File: config.mk
export PLATFORM = sky130hd
export DESIGN_NAME = i2c_master_bit_engine
export DESIGN_NICKNAME = d
export VERILOG_FILES = /design/src/design/i2cmbe_pkg.sv /design/src/design/i2c_master_bit_engine.sv /design/src/design/i2cmbe_front.sv /design/src/design/i2cmbe_queue.sv /design/src/design/i2cmbe_back.sv
export VERILOG_INCLUDE_DIRS = /design/src /design/src/design
export SDC_FILE = /design/constraint.sdc
export NUM_CORES = 1
export LEC_CHECK = 0
export BUFFER_PORTS_ARGS = -buffer_cell sky130_fd_sc_hd__buf_2
export CORE_MARGIN = 3
export CORE_UTILIZATION = 45
export DETAILED_ROUTE_END_ITERATION = 8
export GPL_ROUTABILITY_DRIVEN = 0
export GPL_TIMING_DRIVEN = 0
export PLACE_DENSITY = 0.7
export SYNTH_ARGS = -nofsm -noshare
export SYNTH_HDL_FRONTEND = slang
export SYNTH_SLANG_ARGS = --single-unit
File: constraint.sdc
create_clock -name clk_i -period 3 [get_ports clk_i]
set_clock_uncertainty 0.05 [all_clocks]
set_input_delay 0 -clock clk_i [delete_from_list [all_inputs] [get_ports clk_i]]
set_output_delay 0 -clock clk_i [all_outputs]
set_load 0.01 [all_outputs]
File: src/design/i2c_master_bit_engine_macros.svh
// Assertion helpers, clocked on clk_i and held off during reset.
`ifndef I2C_MASTER_BIT_ENGINE_MACROS_SVH
`define I2C_MASTER_BIT_ENGINE_MACROS_SVH

`define I2CMBE_ASSERT_IMP(lbl, ante, cons) \
  lbl: assert property (@(posedge clk_i) disable iff (!rst_ni) (ante) |-> (cons)) \
    else $error("assertion failed");

`define I2CMBE_ASSERT_NXT(lbl, ante, cons) \
  lbl: assert property (@(posedge clk_i) disable iff (!rst_ni) (ante) |=> (cons)) \
    else $error("assertion failed");

`endif

File: src/design/i2cmbe_pkg.sv
package i2cmbe_pkg;

  localparam int unsigned WAIT_BITS   = 16;
  localparam int unsigned HALF_RESET  = 5;
  localparam int unsigned QUEUE_DEPTH = 2;
  localparam int unsigned QUEUE_PW    = $clog2(QUEUE_DEPTH);

  localparam logic [2:0] OP_START = 3'd1;
  localparam logic [2:0] OP_STOP  = 3'd2;
  localparam logic [2:0] OP_WRITE = 3'd3;
  localparam logic [2:0] OP_READ  = 3'd4;
  localparam logic [2:0] OP_PROBE = 3'd5;

  localparam logic [2:0] MODE_IDLE  = 3'd0;
  localparam logic [2:0] MODE_START = 3'd1;
  localparam logic [2:0] MODE_STOP  = 3'd2;
  localparam logic [2:0] MODE_WRITE = 3'd3;
  localparam logic [2:0] MODE_READ  = 3'd4;

  typedef enum logic [2:0] {
    CMD_NONE,
    CMD_START,
    CMD_STOP,
    CMD_WRITE,
    CMD_READ,
    CMD_PROBE
  } cmd_e;

  typedef struct packed {
    cmd_e       cmd;
    logic [7:0] tx_byte;
    logic       send_ack;
    logic       sda;
  } item_t;

  typedef struct packed {
    logic empty;
    logic full;
  } queue_status_t;

endpackage

File: src/design/i2c_master_bit_engine.sv
// I2C master bit engine. Every input item is one timing tick: it carries the sampled
// SDA level and an optional command (start, stop, write byte, read byte, address
// probe), and yields exactly one result item with the SCL/SDA drive, busy and done
// flags, the last read byte and the last write acknowledge. Commands arriving while
// busy are dropped. Throughput is one item per clock cycle unless out_ready_i holds
// it off; items go through the two-entry queue between the decode front and the
// sequencer back, then the result register. The input side stalls only when the
// output side holds off ready long enough to fill the queue. The user must write
// half_period_ticks via cfg_we_i/cfg_wdata_i only while no item is in flight; the
// block does not enforce it. Its low WaitBits bits set the ticks between bus edges.
`include "i2c_master_bit_engine_macros.svh"

module i2c_master_bit_engine #(
  parameter int unsigned WaitBits = i2cmbe_pkg::WAIT_BITS
) (
  input  logic        clk_i,
  input  logic        rst_ni,
  input  logic        cfg_we_i,
  input  logic [15:0] cfg_wdata_i,
  input  logic        in_valid_i,
  output logic        in_ready_o,
  input  logic [2:0]  opcode_i,
  input  logic [7:0]  tx_byte_i,
  input  logic        send_ack_i,
  input  logic        sda_sampled_i,
  output logic        out_valid_o,
  input  logic        out_ready_i,
  output logic        scl_level_o,
  output logic        sda_level_o,
  output logic        busy_res_o,
  output logic        done_res_o,
  output logic [7:0]  rx_byte_o,
  output logic        ack_seen_o
);

  i2cmbe_pkg::queue_status_t q_status;
  i2cmbe_pkg::item_t         push_item, head_item;
  logic                      push, pop;

  i2cmbe_front u_front (
    .in_valid_i    (in_valid_i),
    .in_ready_o    (in_ready_o),
    .opcode_i      (opcode_i),
    .tx_byte_i     (tx_byte_i),
    .send_ack_i    (send_ack_i),
    .sda_sampled_i (sda_sampled_i),
    .q_status_i    (q_status),
    .push_o        (push),
    .item_o        (push_item)
  );

  i2cmbe_queue u_queue (
    .clk_i    (clk_i),
    .rst_ni   (rst_ni),
    .push_i   (push),
    .item_i   (push_item),
    .pop_i    (pop),
    .item_o   (head_item),
    .status_o (q_status)
  );

  i2cmbe_back #(
    .WaitBits (WaitBits)
  ) u_back (
    .clk_i       (clk_i),
    .rst_ni      (rst_ni),
    .cfg_we_i    (cfg_we_i),
    .cfg_wdata_i (cfg_wdata_i),
    .item_i      (head_item),
    .q_status_i  (q_status),
    .pop_o       (pop),
    .out_valid_o (out_valid_o),
    .out_ready_i (out_ready_i),
    .scl_level_o (scl_level_o),
    .sda_level_o (sda_level_o),
    .busy_res_o  (busy_res_o),
    .done_res_o  (done_res_o),
    .rx_byte_o   (rx_byte_o),
    .ack_seen_o  (ack_seen_o)
  );

  `I2CMBE_ASSERT_IMP(a_done_not_busy, out_valid_o && done_res_o, !busy_res_o)
  `I2CMBE_ASSERT_IMP(a_done_bus_safe, out_valid_o && done_res_o, !scl_level_o || sda_level_o)
  `I2CMBE_ASSERT_IMP(a_full_only_stalled, !in_ready_o, out_valid_o)
  `I2CMBE_ASSERT_NXT(a_item_kept, in_valid_i && in_ready_o, out_valid_o || !q_status.empty)

endmodule

File: src/design/i2cmbe_front.sv
module i2cmbe_front (
  input  logic                      in_valid_i,
  output logic                      in_ready_o,
  input  logic [2:0]                opcode_i,
  input  logic [7:0]                tx_byte_i,
  input  logic                      send_ack_i,
  input  logic                      sda_sampled_i,
  input  i2cmbe_pkg::queue_status_t q_status_i,
  output logic                      push_o,
  output i2cmbe_pkg::item_t         item_o
);

  i2cmbe_pkg::cmd_e cmd;

  always_comb begin
    unique case (opcode_i)
      i2cmbe_pkg::OP_START: cmd = i2cmbe_pkg::CMD_START;
      i2cmbe_pkg::OP_STOP:  cmd = i2cmbe_pkg::CMD_STOP;
      i2cmbe_pkg::OP_WRITE: cmd = i2cmbe_pkg::CMD_WRITE;
      i2cmbe_pkg::OP_READ:  cmd = i2cmbe_pkg::CMD_READ;
      i2cmbe_pkg::OP_PROBE: cmd = i2cmbe_pkg::CMD_PROBE;
      default:              cmd = i2cmbe_pkg::CMD_NONE;
    endcase
  end

  assign in_ready_o       = !q_status_i.full;
  assign push_o           = in_valid_i && !q_status_i.full;
  assign item_o.cmd       = cmd;
  assign item_o.tx_byte   = tx_byte_i;
  assign item_o.send_ack  = send_ack_i;
  assign item_o.sda       = sda_sampled_i;

endmodule

File: src/design/i2cmbe_queue.sv
module i2cmbe_queue (
  input  logic                      clk_i,
  input  logic                      rst_ni,
  input  logic                      push_i,
  input  i2cmbe_pkg::item_t         item_i,
  input  logic                      pop_i,
  output i2cmbe_pkg::item_t         item_o,
  output i2cmbe_pkg::queue_status_t status_o
);

  localparam int unsigned Depth = i2cmbe_pkg::QUEUE_DEPTH;
  localparam int unsigned PW    = i2cmbe_pkg::QUEUE_PW;

  i2cmbe_pkg::item_t entry_q [Depth];
  logic [PW-1:0]     wr_q, wr_d, rd_q, rd_d;
  logic [PW:0]       cnt_q, cnt_d;
  logic              do_push, do_pop;

  assign status_o.empty = (cnt_q == '0);
  assign status_o.full  = (cnt_q == (PW+1)'(Depth));
  assign do_push        = push_i && !status_o.full;
  assign do_pop         = pop_i && !status_o.empty;
  assign item_o         = entry_q[rd_q];

  always_comb begin
    wr_d  = do_push ? wr_q + 1'b1 : wr_q;
    rd_d  = do_pop ? rd_q + 1'b1 : rd_q;
    cnt_d = cnt_q + (PW+1)'(do_push) - (PW+1)'(do_pop);
  end

  always_ff @(posedge clk_i or negedge rst_ni) begin
    if (!rst_ni) begin
      wr_q  <= '0;
      rd_q  <= '0;
      cnt_q <= '0;
    end else begin
      wr_q  <= wr_d;
      rd_q  <= rd_d;
      cnt_q <= cnt_d;
    end
  end

  always_ff @(posedge clk_i) begin
    if (do_push) begin
      entry_q[wr_q] <= item_i;
    end
  end

endmodule

File: src/design/i2cmbe_back.sv
module i2cmbe_back #(
  parameter int unsigned WaitBits = i2cmbe_pkg::WAIT_BITS
) (
  input  logic                      clk_i,
  input  logic                      rst_ni,
  input  logic                      cfg_we_i,
  input  logic [15:0]               cfg_wdata_i,
  input  i2cmbe_pkg::item_t         item_i,
  input  i2cmbe_pkg::queue_status_t q_status_i,
  output logic                      pop_o,
  output logic                      out_valid_o,
  input  logic                      out_ready_i,
  output logic                      scl_level_o,
  output logic                      sda_level_o,
  output logic                      busy_res_o,
  output logic                      done_res_o,
  output logic [7:0]                rx_byte_o,
  output logic                      ack_seen_o
);

  localparam logic [2:0] PH_0 = 3'd0;
  localparam logic [2:0] PH_1 = 3'd1;
  localparam logic [2:0] PH_2 = 3'd2;
  localparam logic [2:0] PH_3 = 3'd3;
  localparam logic [2:0] PH_4 = 3'd4;

  logic [15:0]         half_q;
  logic [WaitBits+15:0] half_ext;
  logic [WaitBits-1:0] load_val;
  logic [2:0]          mode_q, mode_d;
  logic [2:0]          phase_q, phase_d;
  logic [3:0]          bits_q, bits_d;
  logic [WaitBits-1:0] wait_q, wait_d;
  logic [7:0]          shift_q, shift_d;
  logic                ack_q, ack_d;
  logic                scl_q, scl_d;
  logic                sda_q, sda_d;
  logic                ack_tx_q, ack_tx_d;
  logic [1:0]          probe_q, probe_d;
  logic [7:0]          rx_q, rx_d;
  logic                done;
  logic                fin;
  logic                step;
  logic                out_valid_q;

  assign half_ext = {{WaitBits{1'b0}}, half_q};
  assign load_val = half_ext[WaitBits-1:0];
  assign step     = !q_status_i.empty && (!out_valid_q || out_ready_i);
  assign pop_o    = step;

  always_comb begin
    mode_d   = mode_q;
    phase_d  = phase_q;
    bits_d   = bits_q;
    wait_d   = wait_q;
    shift_d  = shift_q;
    ack_d    = ack_q;
    scl_d    = scl_q;
    sda_d    = sda_q;
    ack_tx_d = ack_tx_q;
    probe_d  = probe_q;
    rx_d     = rx_q;
    done     = 1'b0;
    fin      = 1'b0;
    if (mode_q == i2cmbe_pkg::MODE_IDLE) begin
      case (item_i.cmd) inside
        i2cmbe_pkg::CMD_START, i2cmbe_pkg::CMD_PROBE: begin
          mode_d  = i2cmbe_pkg::MODE_START;
          scl_d   = 1'b1;
          sda_d   = 1'b1;
          wait_d  = load_val;
          phase_d = PH_1;
          if (item_i.cmd == i2cmbe_pkg::CMD_PROBE) begin
            probe_d = 2'd1;
            shift_d = {item_i.tx_byte[6:0], 1'b0};
          end
        end
        i2cmbe_pkg::CMD_STOP: begin
          mode_d  = i2cmbe_pkg::MODE_STOP;
          scl_d   = 1'b0;
          sda_d   = 1'b0;
          wait_d  = load_val;
          phase_d = PH_1;
        end
        i2cmbe_pkg::CMD_WRITE: begin
          mode_d  = i2cmbe_pkg::MODE_WRITE;
          shift_d = item_i.tx_byte;
          bits_d  = 4'd8;
          sda_d   = item_i.tx_byte[7];
          wait_d  = load_val;
          phase_d = PH_1;
        end
        i2cmbe_pkg::CMD_READ: begin
          mode_d   = i2cmbe_pkg::MODE_READ;
          shift_d  = 8'h00;
          bits_d   = 4'd8;
          ack_tx_d = item_i.send_ack;
          scl_d    = 1'b0;
          sda_d    = 1'b1;
          wait_d   = load_val;
          phase_d  = PH_1;
        end
        default: ;
      endcase
    end else if (wait_q > WaitBits'(1)) begin
      wait_d = wait_q - WaitBits'(1);
    end else begin
      unique case (mode_q)
        i2cmbe_pkg::MODE_START: begin
          if (phase_q == PH_1) begin
            sda_d = 1'b0; wait_d = load_val; phase_d = PH_2;
          end else begin
            scl_d = 1'b0; fin = 1'b1;
          end
        end
        i2cmbe_pkg::MODE_STOP: begin
          if (phase_q == PH_1) begin
            scl_d = 1'b1; wait_d = load_val; phase_d = PH_2;
          end else if (phase_q == PH_2) begin
            sda_d = 1'b1; wait_d = load_val; phase_d = PH_3;
          end else begin
            fin = 1'b1;
          end
        end
        i2cmbe_pkg::MODE_WRITE: begin
          if (phase_q == PH_1) begin
            scl_d = 1'b1; wait_d = load_val; phase_d = PH_2;
          end else if (phase_q == PH_2) begin
            scl_d   = 1'b0;
            bits_d  = bits_q - 4'd1;
            shift_d = {shift_q[6:0], 1'b0};
            if (bits_d != 4'd0) begin
              sda_d   = shift_q[6];
              phase_d = PH_1;
            end else begin
              sda_d   = 1'b1;
              phase_d = PH_3;
            end
            wait_d = load_val;
          end else if (phase_q == PH_3) begin
            scl_d   = 1'b1;
            ack_d   = !item_i.sda;
            wait_d  = load_val;
            phase_d = PH_4;
          end else begin
            scl_d = 1'b0; fin = 1'b1;
          end
        end
        i2cmbe_pkg::MODE_READ: begin
          if (phase_q == PH_0) begin
            scl_d = 1'b0; wait_d = load_val; phase_d = PH_1;
          end else if (phase_q == PH_1) begin
            scl_d   = 1'b1;
            shift_d = {shift_q[6:0], item_i.sda};
            bits_d  = bits_q - 4'd1;
            wait_d  = load_val;
            phase_d = (bits_d != 4'd0) ? PH_0 : PH_2;
          end else if (phase_q == PH_2) begin
            scl_d   = 1'b0;
            sda_d   = !ack_tx_q;
            wait_d  = load_val;
            phase_d = PH_3;
          end else if (phase_q == PH_3) begin
            scl_d = 1'b1; wait_d = load_val; phase_d = PH_4;
          end else begin
            scl_d = 1'b0;
            rx_d  = shift_q;
            fin   = 1'b1;
          end
        end
        default: mode_d = i2cmbe_pkg::MODE_IDLE;
      endcase
    end
    if (fin) begin
      if (probe_q == 2'd1) begin
        probe_d = 2'd2;
        mode_d  = i2cmbe_pkg::MODE_WRITE;
        bits_d  = 4'd8;
        sda_d   = shift_q[7];
        wait_d  = load_val;
        phase_d = PH_1;
      end else if (probe_q == 2'd2) begin
        probe_d = 2'd3;
        mode_d  = i2cmbe_pkg::MODE_STOP;
        scl_d   = 1'b0;
        sda_d   = 1'b0;
        wait_d  = load_val;
        phase_d = PH_1;
      end else begin
        probe_d = 2'd0;
        mode_d  = i2cmbe_pkg::MODE_IDLE;
        phase_d = PH_0;
        wait_d  = '0;
        done    = 1'b1;
      end
    end
  end

  always_ff @(posedge clk_i or negedge rst_ni) begin
    if (!rst_ni) begin
      half_q <= 16'(i2cmbe_pkg::HALF_RESET);
    end else if (cfg_we_i) begin
      half_q <= cfg_wdata_i;
    end
  end

  always_ff @(posedge clk_i or negedge rst_ni) begin
    if (!rst_ni) begin
      mode_q   <= i2cmbe_pkg::MODE_IDLE;
      phase_q  <= PH_0;
      bits_q   <= '0;
      wait_q   <= '0;
      shift_q  <= '0;
      ack_q    <= 1'b0;
      scl_q    <= 1'b1;
      sda_q    <= 1'b1;
      ack_tx_q <= 1'b0;
      probe_q  <= '0;
      rx_q     <= '0;
    end else if (step) begin
      mode_q   <= mode_d;
      phase_q  <= phase_d;
      bits_q   <= bits_d;
      wait_q   <= wait_d;
      shift_q  <= shift_d;
      ack_q    <= ack_d;
      scl_q    <= scl_d;
      sda_q    <= sda_d;
      ack_tx_q <= ack_tx_d;
      probe_q  <= probe_d;
      rx_q     <= rx_d;
    end
  end

  always_ff @(posedge clk_i or negedge rst_ni) begin
    if (!rst_ni) begin
      out_valid_q <= 1'b0;
    end else if (step) begin
      out_valid_q <= 1'b1;
    end else if (out_ready_i) begin
      out_valid_q <= 1'b0;
    end
  end

  always_ff @(posedge clk_i) begin
    if (step) begin
      scl_level_o <= scl_d;
      sda_level_o <= sda_d;
      busy_res_o  <= (mode_d != i2cmbe_pkg::MODE_IDLE);
      done_res_o  <= done;
      rx_byte_o   <= rx_d;
      ack_seen_o  <= ack_d;
    end
  end

  assign out_valid_o = out_valid_q;

endmodule
Word level (Yosys, flattened, before mapping)
Memory sizes are Yosys's and may differ from the RTL's.
Index checks and enable logic that the tools add are counted.
Word-level totals
  bits in registers: 82
  word-level logic and storage cells: 241
  input bits: 34
  RAM bits: 26
  memories kept: 1
Cells by class
  equal/unequal tests: 34
  bitwise operators: 4
  reductions and logical operators: 30
  $add $sub $neg: 6
  $lt $le $gt $ge: 1
  muxes and demuxes: 143
Memories
  u_queue.entry_q: depth 2, bits a word 13, rd ports 1, clocked after Yosys merged registers in 0, wr ports 1, RTL line i2cmbe_queue.sv:14  | i2cmbe_pkg::item_t entry_q [Depth];
Operators with widths (count)
  $mux 16: 16
  $mux 8: 18
  $mux 3: 26
  $pmux 16 s4: 1
  $mux 1: 54
  $mux 4: 12
  $eq 3x2->1 const B: 8
  $mux 2: 9
  $gt 16x1->1 const B: 1
  $pmux 8 s2: 1
  $sub 16x1->16 const B: 1
  $eq 3x3->1 const B: 5
  $pmux 3 s5: 1
  $eq 3x1->1 const B: 4
  $pmux 1 s4: 3
  $pmux 3 s4: 1
  $reduce_and 6->1: 2
  $ne 5x1->1 const B: 2
  $reduce_and 10->1: 1
  $ne 3x1->1 const B: 3
  $pmux 4 s2: 1
  $reduce_bool 2->1: 4
  $reduce_bool 7->1: 1
  $logic_not 3->1: 2
  other kinds (25): 41

Logic depth before layout (Yosys ltp)
Gate-level depths: netlist of run 1.
  depth after elaboration: 11
  depth in mapped cells: 10
  gate-level depth less buffers: 8

Cells and area by module
From an unflattened synthesis of run 1, not the netlist that was laid out.
Second synthesis, totals
  cells, all modules: 540
  area total of the unflattened synthesis: 5761.8 um^2
Modules (own cells, without submodules)
  i2cmbe_back: instances 1, cells each 467, area each 4515.6 um^2, sequential area each 2021.9 um^2
  i2cmbe_queue: instances 1, cells each 58, area each 1138.6 um^2, sequential area each 880.8 um^2
  i2cmbe_front: instances 1, cells each 15, area each 107.6 um^2, sequential area each 0.0 um^2

Worst setup path after synthesis of run 1
Ideal clock, no wire load.
  kind: reg2reg
  start point: register u_queue.cnt_q[1]
  end point: register u_queue.cnt_q[1]
  path buffers: 0
  stages on the path, launching flop included: 8
  path slack: 0.550 ns
  setup time: 0.123 ns
  arrival time: 2.277 ns
  cell sequence: dfrtp_1 o21ai_0 clkinv_1 ha_1 inv_1 ha_1 xnor2_1 xnor2_1
On the way
  elaborated cells on any way between the ends: 10
RTL lines
  start: declaration: RTL line i2cmbe_queue.sv:16  | logic [PW:0] cnt_q, cnt_d;
  start signal: assignment: RTL line i2cmbe_queue.sv:39  | cnt_q <= cnt_d;
  $logic_not 2->1: RTL line i2cmbe_queue.sv:19  | assign status_o.empty = (cnt_q == '0);
  $logic_not 1->1: RTL line i2cmbe_back.sv:48  | assign step = !q_status_i.empty && (!out_valid_q || out_ready_i);
  $logic_and 1x1->1: RTL line i2cmbe_back.sv:48
  net pop: RTL line i2c_master_bit_engine.sv:38  | logic push, pop;
  $logic_and 1x1->1: RTL line i2cmbe_queue.sv:22  | assign do_pop = pop_i && !status_o.empty;
  $sub 2x1->2: RTL line i2cmbe_queue.sv:28  | cnt_d = cnt_q + (PW+1)'(do_push) - (PW+1)'(do_pop);
  net u_queue.cnt_d[1]: RTL line i2cmbe_queue.sv:16
The timed path passes the listed nets, and every way through them passes these cells.
A chain may end at the register's enable or synchronous reset.

Worst setup path in the final report of run 1
  start point: register u_back.wait_q[11]
  end point: register u_back.rx_byte_o[3] (data pin)
On the way
  word-level cells in the longest chain between the ends: 3
Ends and longest elaborated chain
  start: declaration: RTL line i2cmbe_back.sv:33  | logic [WaitBits-1:0] wait_q, wait_d;
  start signal: assignment: RTL line i2cmbe_back.sv:224  | wait_q <= wait_d;
  $gt 16x1->1: RTL line i2cmbe_back.sv:105  | end else if (wait_q > WaitBits'(1)) begin
  $mux 8: RTL line i2cmbe_back.sv:105
  $mux 8: RTL line i2cmbe_back.sv:65  | if (mode_q == i2cmbe_pkg::MODE_IDLE) begin
  net u_back.rx_d[3]: RTL line i2cmbe_back.sv:40  | logic [7:0] rx_q, rx_d;
  end signal: assignment: RTL line i2cmbe_back.sv:251  | rx_byte_o <= rx_d;
  end: declaration: RTL line i2cmbe_back.sv:17  | output logic [7:0] rx_byte_o,
The timed path passes the listed nets, and every way through them passes these cells.

==> results of run 1 <==
==> flip-flops by register name (all words and copies together), names as in the netlist, 2 cells and up <==
register          count
u_back.mode_q         3
u_back.rx_byte_o      8
u_queue.entry_q      26
u_back.phase_q        3
u_back.wait_q        16
u_back.shift_q        8
u_queue.cnt_q         2
u_back.bits_q         4
u_back.half_q        16
u_back.rx_q           8
u_back.probe_q        2
==> final timing paths <==
kind	startpoint	to	slack [ns]
worst max-delay path	u_back.wait_q[11]	u_back.rx_byte_o[3]	0.09
worst min register to register	u_back.out_valid_o	u_back.out_valid_o	0.45
max in group asynchronous	rst_ni	u_back.ack_tx_q	2.05
worst min-delay path	cfg_we_i	u_back.half_q[15]	0.07
worst max register to register	u_back.wait_q[11]	u_back.rx_byte_o[3]	0.09
min in group asynchronous	rst_ni	u_queue.cnt_q[0]	0.26
==> what timing repair did <==
item                                    in CTS  in global routing
cloned                                       0                  0
hold buffers                                33                  0
endpoints found under the setup margin      17                 13
resized for setup                            2                  5
endpoints found under the hold margin      110                  0
==> layer usage <==
metal,track usage (%),vias to the layer above,part of all wire [%]
met2,31.9,253,45
met5,0,-,0
met3,4.10,37,7.5
met4,7.63,0,2.5
li1,-,2421,-
met1,28.8,2481,45
==> final cells by class <==
cell class	instances	area, µm²	area share (%)
Multi-Input combinational cell	436	3020	42.0
Sequential cell	108	2900	40.3
Inverter	16	61.3	0.851
Buffer	34	135	1.88
Clock inverter	6	58.8	0.816
Tap cell	172	215	2.99
Timing Repair Buffer	80	568	7.88
Clock buffer	10	239	3.32
==> through the flow <==
| step | power, mW | utilization, % | instances |
|---|---|---|---|
| floorplan | 3.84 | - | 594 |
| global placement | 4.38 | 50.7 | 813 |
| detailed placement | 4.47 | 50.7 | 813 |
| CTS | 5.69 | 55.6 | 862 |
| global route | 6.08 | 55.7 | 862 |
| finish | 5.73 | 55.7 | 862 |
==> layout by cell type, fill, tap and decap left out, types with 9 or more instances in the layout <==
cell type / instances
o211ai_1: 9
nor2_1: 59
nor3_1: 14
nand2_1: 41
dlygate4sd3_1: 33
dfrtp_1: 65
o21ai_0: 27
clkbuf_16: 9
buf_2: 51
edfxtp_1: 39
and3_1: 13
a21oi_1: 29
a31oi_1: 24
nand3_1: 12
mux2_2: 44
clkbuf_1: 22
inv_1: 15
==> logic make-up (layout without fill, tap and decap cells) <==
group                      Yosys count  count (layout)
buffers and inverters               50             146
and+or+nand+nor                    208             208
muxes                               53              53
AOI/OAI and AO/OA                  157             157
DFF                                108             108
adders and majority gates            8               8
xor gates and xnor gates            10              10
==> report_power, final <==
group / leakage [nW] / switching (mW) / internal, mW
Clock: 0.144 / 0.577 / 0.603
Sequential: 1.18 / 0.366 / 1.96
Combinational: 1.46 / 1.33 / 0.893
==> results.md, run 1 <==
- Status: completed
- Cell Area, Synth: 6100 µm²
- Tot GR Track Use: 20.6%
- Peak supply drop: 0.492 mV
- CP cell instances: nor4_4 -> nand2_4 -> nor2_4 -> clkbuf_1 -> nand3_2 -> mux2_2
- Synth Area in Adders: 1.64%
- Main synth FF type: dfrtp_1
- Post-synth top area share: about a quarter
- Setup violations, final: 0
- First-pass GRT wire length: 24.6 mm
- Initial drt markers: 419
- Critical path depth: 6
- Worst-margin pin slew: 1.06 ns
- Layout area overhead: 18.1%
- Simple-gate share of the synthesized area: 18.3%
- Slowest stage delay, CP: 0.55 ns
- CTS tree: done
- DP HPWL: 10.6 mm
- Chip height: 122 µm
- Library cells used by synthesis: between 70 and 80
- # IOs: a little under 50
- Pre-antenna DRT Iters: 5
- CORE AREA: 12900 µm²
- Critical-path top delay cell: nor4_4
- Port Buffers: 47
- R2R depth: 6
- Net Count, Synth: 636
- ANT nets after route: 0
- Final worst setup slack: 0.0851 ns
- EDFF count, synth: 39
- Sequential-to-total area share from yosys stat: between 40% and 50%
- Fin. max-slew vios: 0
- Max Cap Viol: 0
- Fin Setup TNS: 0 ns
- Pin count of the biggest net entering global routing: 70
- Clock Pin Slew Worst Setup and Hold Paths: 0.08 ns
- Area leader, netlist: dfrtp_1
- Count leader, synth: dfrtp_1
- Max Fclk: 343 MHz
- CP Capture Type: flip-flop
- CP arrival: between 2 and 3 ns
- Final instance area: 7200 µm²
- Commonest cells post-synth: dfrtp_1 (65), nor2_1 (59), mux2_2 (44), nand2_1 (41), edfxtp_1 (39)
- Relative slew slack: about 29%
- Final wirelength: around 15 mm
- Final Hold Fails: 0
- Fillers: around 1100
- Initial Utilization: a little under half
- Top cell family by delay on the critical path: simple AND/OR/NAND/NOR gates
- Critical Path RT: 3.06 ns
- Nets: 727
- WP buf/inv: 1
- Final hold slack: just under 0.07 ns
- # diodes: 0
- Mean area per synthesized cell: between 10 and 15 µm²
- Vias in the first global route: roughly 4900
- Root Buffer: clkbuf_16
- Post-synthesis mux area share: 10.3%
- PD cells: 795 nW/µm²
- Hold Path Class: in -> reg
- Largest family of logic cells by synthesized area: simple AND/OR/NAND/NOR gates
- Gate Count Post-Synth: 594
- Std cell rows: 41
- Crit path max fanout: 10
- Crit path kind: reg -> reg
- Remaining global-route overflow: 0
- Compound-Gate Fraction of Synth Area: between 10% and 20%
- Max Root-Sink Buffers: 2
- Top area cells in the synthesized netlist: dfrtp_1 (27%), edfxtp_1 (19%), mux2_2 (8.1%)
- Die ar.: 15000 µm²
- Hold Crit Depth: 2
- Crit path time final: 2.91 ns
- Die W: between 100 and 150 µm
- Average wire per cell in the routed design: 17.7 µm
- Seq cells post-synth: 108
- Xor and xnor area share after synthesis: under 10%
- Via-to-Cell Ratio: 6.02
- Leakage power: 2.79 nW
- Initial antenna violation count: 0
- Asr flop ratio synth: 63.9%
- Proportion of layout cells with a drive suffix above 1: about 22%
- Placed cell area: around 6600 µm²
- # H-tree levels: 3
- Pre-CTS setup slack: -0.201 ns
- Ys Warns: 0
- Worst skew pair latency: 0.36 ns
- Via count: 5192
- Num CTS Buffers: 9
- Clock sinks: roughly 110
- Number of remaining DRC errors: 0
- Startpoint type of the worst setup path: flip-flop
- RSZ-0062 raised after global routing: no
- Setup Fix Bufs, Post-CTS: 0
- Crit share post-route: 97.2%
Power figures use the tool's default switching activity.
==> inputs of run 2 (changes only) <==
MAX_ROUTING_LAYER = met4   (was default)
==> results.md, run 2 (same netlist as run 1, synthesis figures left out) <==
- Num CTS Buffers: 9
- Sw power: 2.27 mW
- CP arrival: 2.98 ns
- Max Root-Sink Buffers: 2
- Most Used Layer, Global Route: met2
- Root Buffer: clkbuf_16
- Initial Utilization: ~47%
- Status: completed
- RSZ-0062 raised after global routing: no
- Final hold slack: roughly 0.072 ns
- Port Buffers: between 40 and 50
- Worst-margin pin slew: 1.08 ns
- Tot GR Track Use: 21.3%
- Peak supply drop: 0.493 mV
- Startpoint type of the worst setup path: flip-flop
- Die W: 122 µm
- Average wire per cell in the routed design: approximately 18 µm
- Pin count of the biggest net entering global routing: 70
- Crit path time final: approximately 2.9 ns
- Critical-path top delay cell: nor4_4
- Nets: 727
- Pre-antenna DRT Iters: 5
- Final Hold Fails: 0
- Max Fclk: 341 MHz
- Proportion of layout cells with a drive suffix above 1: 21.6%
- Commonest non-fill, non-tap cells in the layout: dfrtp_1 (65), nor2_1 (59), buf_2 (51)
- # IOs: 49
- Gate power share: 38.9%
- Critical Path RT: 3.06 ns
- CP cell instances: nor4_4 -> nand2_4 -> nor2_4 -> clkbuf_1 -> nand3_2 -> mux2_2
- Total Power: 5.73 mW
- Flop pwr share: 40.6%
- Slowest stage delay, CP: 0.56 ns
- Final wirelength: about 15 mm
- Crit path kind: reg -> reg
- Initial drt markers: 401
- GR Util met3: 4.15%
- # H-tree levels: 3
- Leakage power: about 2.8 nW
- Crit share post-route: 97.6%
- Clk pwr share: 20.6%
- WP buf/inv: 1
- PD cells: 795 nW/µm²
- Via count: 5230
- Layout area overhead: 18.1%
- Via-to-Cell Ratio: 6.07
- Number of remaining DRC errors: 0
- Top reg by flops: u_queue.entry_q
- Util after Layout: 55.7%
- Worst skew pair latency: 0.35 ns
- Vias in the first global route: 4906
- CORE AREA: ~13000 µm²
- Commonest non-fill, non-tap cell in the layout: dfrtp_1
- ANT nets after route: 0
- Chip height: 122 µm
- DP HPWL: about 11 mm
- Sw frac: approximately two fifths
- Hold Path Class: in -> reg
- Std cell rows: 41
- Initial antenna violation count: 0
- Setup violations, final: 0
- Remaining global-route overflow: 0
- Setup Fix Bufs, Post-CTS: 0
- Max Cap Viol: 0
- CP Capture Type: flip-flop
- Clock Pin Slew Worst Setup and Hold Paths: 0.08 ns
- Clock sinks: approximately 110
- Int Power: 3.46 mW
- # diodes: 0
- Biggest regs: u_queue.entry_q: 26 flops, u_back.half_q: 16 flops, u_back.wait_q: 16 flops
- Global Route met2 Usage: a little under a third
- Relative slew slack: 27.8%
- First-pass GRT wire length: between 20 and 25 mm
- CTS tree: done
- Fin. max-slew vios: 0
- Fillers: 1149
- Crit path max fanout: 10
- Die ar.: 15000 µm²
- Max reg flops: 26
- Top cell family by delay on the critical path: simple AND/OR/NAND/NOR gates
- M1 GR Usage: 29.0%
## run 2: timing repair
item	in CTS	in global routing
gates cloned	0	0
gates resized for setup	2	5
hold buffers	33	0
endpoints found under the setup margin	17	13
endpoints found under the hold margin	110	0
## run 2: path summary, 6_finish.rpt
| kind | cells past startpoint | to | from | slack, ns |
|---|---|---|---|---|
| worst max-delay path | 6 | u_back.rx_byte_o[3] | u_back.wait_q[11] | 0.07 |
| worst min-delay path | 2 | u_back.half_q[15] | cfg_we_i | 0.07 |
| worst max register to register | 6 | u_back.rx_byte_o[3] | u_back.wait_q[11] | 0.07 |
| worst min register to register | 2 | u_back.out_valid_o | u_back.out_valid_o | 0.45 |
| max in group asynchronous | 2 | u_back.mode_q[0] | rst_ni | 2.07 |
| min in group asynchronous | 2 | u_back.half_q[3] | rst_ni | 0.26 |
## run 2: routing by layer
layer | share of wire [%] | wire length [µm] | vias to the layer above
met4 | 2.6 | 391 | 0
met3 | 7.5 | 1150 | 42
li1 | - | - | 2420
met5 | 0 | 0 | -
met1 | 45 | 6820 | 2522
met2 | 45 | 6880 | 246
## run 2: final cells by class
class                      count  area [µm²]  share of cell area, %
timing repair buffer          80         568                   7.88
tap                          172         215                   2.99
clock inverter                 6        58.8                  0.816
buffer                        34         135                   1.88
sequential                   108        2900                   40.3
multi-input combinational    436        3020                   42.0
inverter                      16        61.3                  0.851
clock buffer                  10         239                   3.32
## run 2: power by group through the flow
stage / combinational, mW / sequential (mW) / clock, mW
after global routing: 2.45 / 2.38 / 1.26
after CTS: 2.18 / 2.31 / 1.20
after floorplan: 1.58 / 2.26 / 0
final: 2.23 / 2.33 / 1.18
after global placement: 2.07 / 2.31 / 0
after detailed placement: 2.13 / 2.34 / 0
## run 2: through the flow
step	std cells	instance area, µm²	setup TNS, ns	worst slack, ns
floorplan	594	6100	0	0.550
global placement	813	6550	-0.925	-0.107
detailed placement	813	6550	-1.77	-0.201
CTS	862	7190	0	0.0313
global route	862	7200	0	0.00234
finish	862	7200	0	0.0706
==> inputs of run 3 (changes only) <==
GPL_TIMING_DRIVEN = 1   (was 0)
==> results.md, run 3 (same netlist as run 1, synthesis figures left out) <==
- Fin. max-slew vios: 0
- Clock Pin Slew Worst Setup and Hold Paths: ~0.07 ns
- Commonest non-fill, non-tap cells in the layout: dfrtp_1 (65), nor2_1 (59), buf_2 (48)
- Proportion of layout cells with a drive suffix above 1: between 20% and 30%
- Util after Layout: 55.9%
- CTS tree: done
- CP cell instances: nor3b_2 -> nor2_1 -> o211a_1 -> a21oi_1 -> buf_4 -> o211ai_1 -> a31oi_1
- Crit path kind: reg -> reg
- Hold Path Class: in -> reg
- Crit path max fanout: 18
- Sw frac: between 30% and 40%
- Max Root-Sink Buffers: 2
- Max Fclk: between 300 and 400 MHz
- Port Buffers: 48
- # diodes: 0
- Worst skew pair latency: 0.35 ns
- CORE AREA: approximately 13000 µm²
- Worst r2r dst: u_back.wait_q[10]
- Pin count of the biggest net entering global routing: 70
- Vias in the first global route: 4964
- Tot GR Track Use: between 20% and 30%
- Root Buffer: clkbuf_16
- Peak supply drop: 0.536 mV
- First-pass GRT wire length: 25.3 mm
- Die W: about 120 µm
- Startpoint type of the worst setup path: flip-flop
- Top reg by flops: u_queue.entry_q
- Die ar.: 15000 µm²
- Num CTS Buffers: 9
- Via count: 5071
- Gate power share: 36.8%
- CP arrival: 2.89 ns
- Nets: 717
- ANT nets after route: 0
- Crit Reg-Reg Startpoint: u_back.phase_q[2]
- Clock sinks: 108
- Critical Path RT: ~3.2 ns
- Average wire per cell in the routed design: about 18 µm
- Number of remaining DRC errors: 0
- Non-filler cells, final: 852
- Sw power: 2.20 mW
- Setup violations, final: 0
- Std cell rows: 41
- Crit share post-route: 89.0%
- Max reg flops: 26
- CP Capture Type: flip-flop
- DP HPWL: 10.1 mm
- CP endpoint: u_back.wait_q[10]
- Int Power: 3.45 mW
- Flop pwr share: 43.3%
- Initial drt markers: 347
- Clk pwr share: 19.9%
- Via-to-Cell Ratio: 5.95
- Final wirelength: 14.9 mm
- Chip height: 122 µm
- Final Hold Fails: 0
- PD cells: ~780 nW/µm²
- Crit path time final: 2.67 ns
- Final hold slack: between 0.1 and 0.15 ns
- RSZ-0062 raised after global routing: no
- Initial antenna violation count: 0
- FF/Latch Area: 2900 µm²
- Commonest non-fill, non-tap cell in the layout: dfrtp_1
- Relative slew slack: 35.8%
- Status: completed
- Multi-input gate area: roughly 3000 µm²
- Biggest regs: u_queue.entry_q: 26 flops, u_back.half_q: 16 flops, u_back.wait_q: 16 flops
- Initial Utilization: a little under half
- DP Cell Count: 803
- Fin Setup TNS: 0 ns
- Critical-path top delay cell: dfrtp_1
- R2R depth: 7
- Pre-antenna DRT Iters: 5
- # IOs: 49
- Critical path startpoint: u_back.phase_q[2]
- Leakage power: approximately 2.8 nW
- # H-tree levels: 3
- Fillers: 1139
- Slowest stage delay, CP: roughly 0.58 ns
- Worst R2R Setup Slack: 0.33 ns
- Max Cap Viol: 0
- Setup Fix Bufs, Post-CTS: 0
- Worst-margin pin slew: 0.955 ns
- Remaining global-route overflow: 0
- Layout area overhead: 18.5%
-- run 3: layout make-up --
cell class | count | share of cell area (%)
clock buffers | 10 | 3.17
clock inverters | 6 | 0.658
inverters | 16 | 0.831
multi-input cells | 436 | 41.8
flip-flops and latches | 108 | 40.2
well taps | 172 | 2.98
repair buffers | 104 | 10.5
-- run 3: through the flow --
step	setup WS [ns]	area, µm²	power (mW)
6_report	0.330	7230	5.64
5_1_grt	0.169	7230	6.01
4_1_cts	0.247	7220	5.64
3_5_place_dp	0.253	6610	4.46
3_3_place_gp	0.402	6610	4.39
2_1_floorplan	0.550	6100	3.84
-- run 3: how the worst min path moves through the flow --
stage / start / end / slack (ns) / depth (start not counted)
finish: cfg_we_i / u_back.half_q[1] / 0.13 / 2
global route: cfg_we_i / u_back.half_q[1] / 0.15 / 2
CTS: cfg_we_i / u_back.half_q[1] / 0.13 / 2
detailed placement: rst_ni / u_back.half_q[3] / 0.01 / 2
global placement: rst_ni / u_back.half_q[3] / 0.003 / 2
floorplan: rst_ni / u_back.ack_q / -0.35 / 0
-- run 3: what timing repair did --
action	CTS	global route
gates resized for setup	0	2
setup endpoints to repair	0	1
hold endpoints to repair	114	0
hold buffers	33	0
-- run 3: power by group through the flow --
| stage | sequential (mW) | combinational [mW] | clock, mW |
|---|---|---|---|
| after global placement | 2.43 | 1.97 | 0 |
| after detailed placement | 2.45 | 2.01 | 0 |
| final | 2.44 | 2.07 | 1.12 |
| after floorplan | 2.26 | 1.58 | 0 |
| after CTS | 2.43 | 2.07 | 1.15 |
| after global routing | 2.50 | 2.30 | 1.21 |
-- run 3: critical path: cells and delay by family, from the launching register on --
kind	cells	cell delay [ns]
AOI/OAI and AO/OA	4	1.05
and+or+nand+nor	2	0.58
buffers and inverters	1	0.30
DFF	1	0.58
-- run 3: metal layers --
layer  up-vias  routed length, µm  global-route usage, %
li1       2404                  -                      -
met1      2470               6920                   30.6
met2       163               6880                   32.5
met3        34                757                   2.67
met4         0                350                   8.68
met5         -                  0                      -
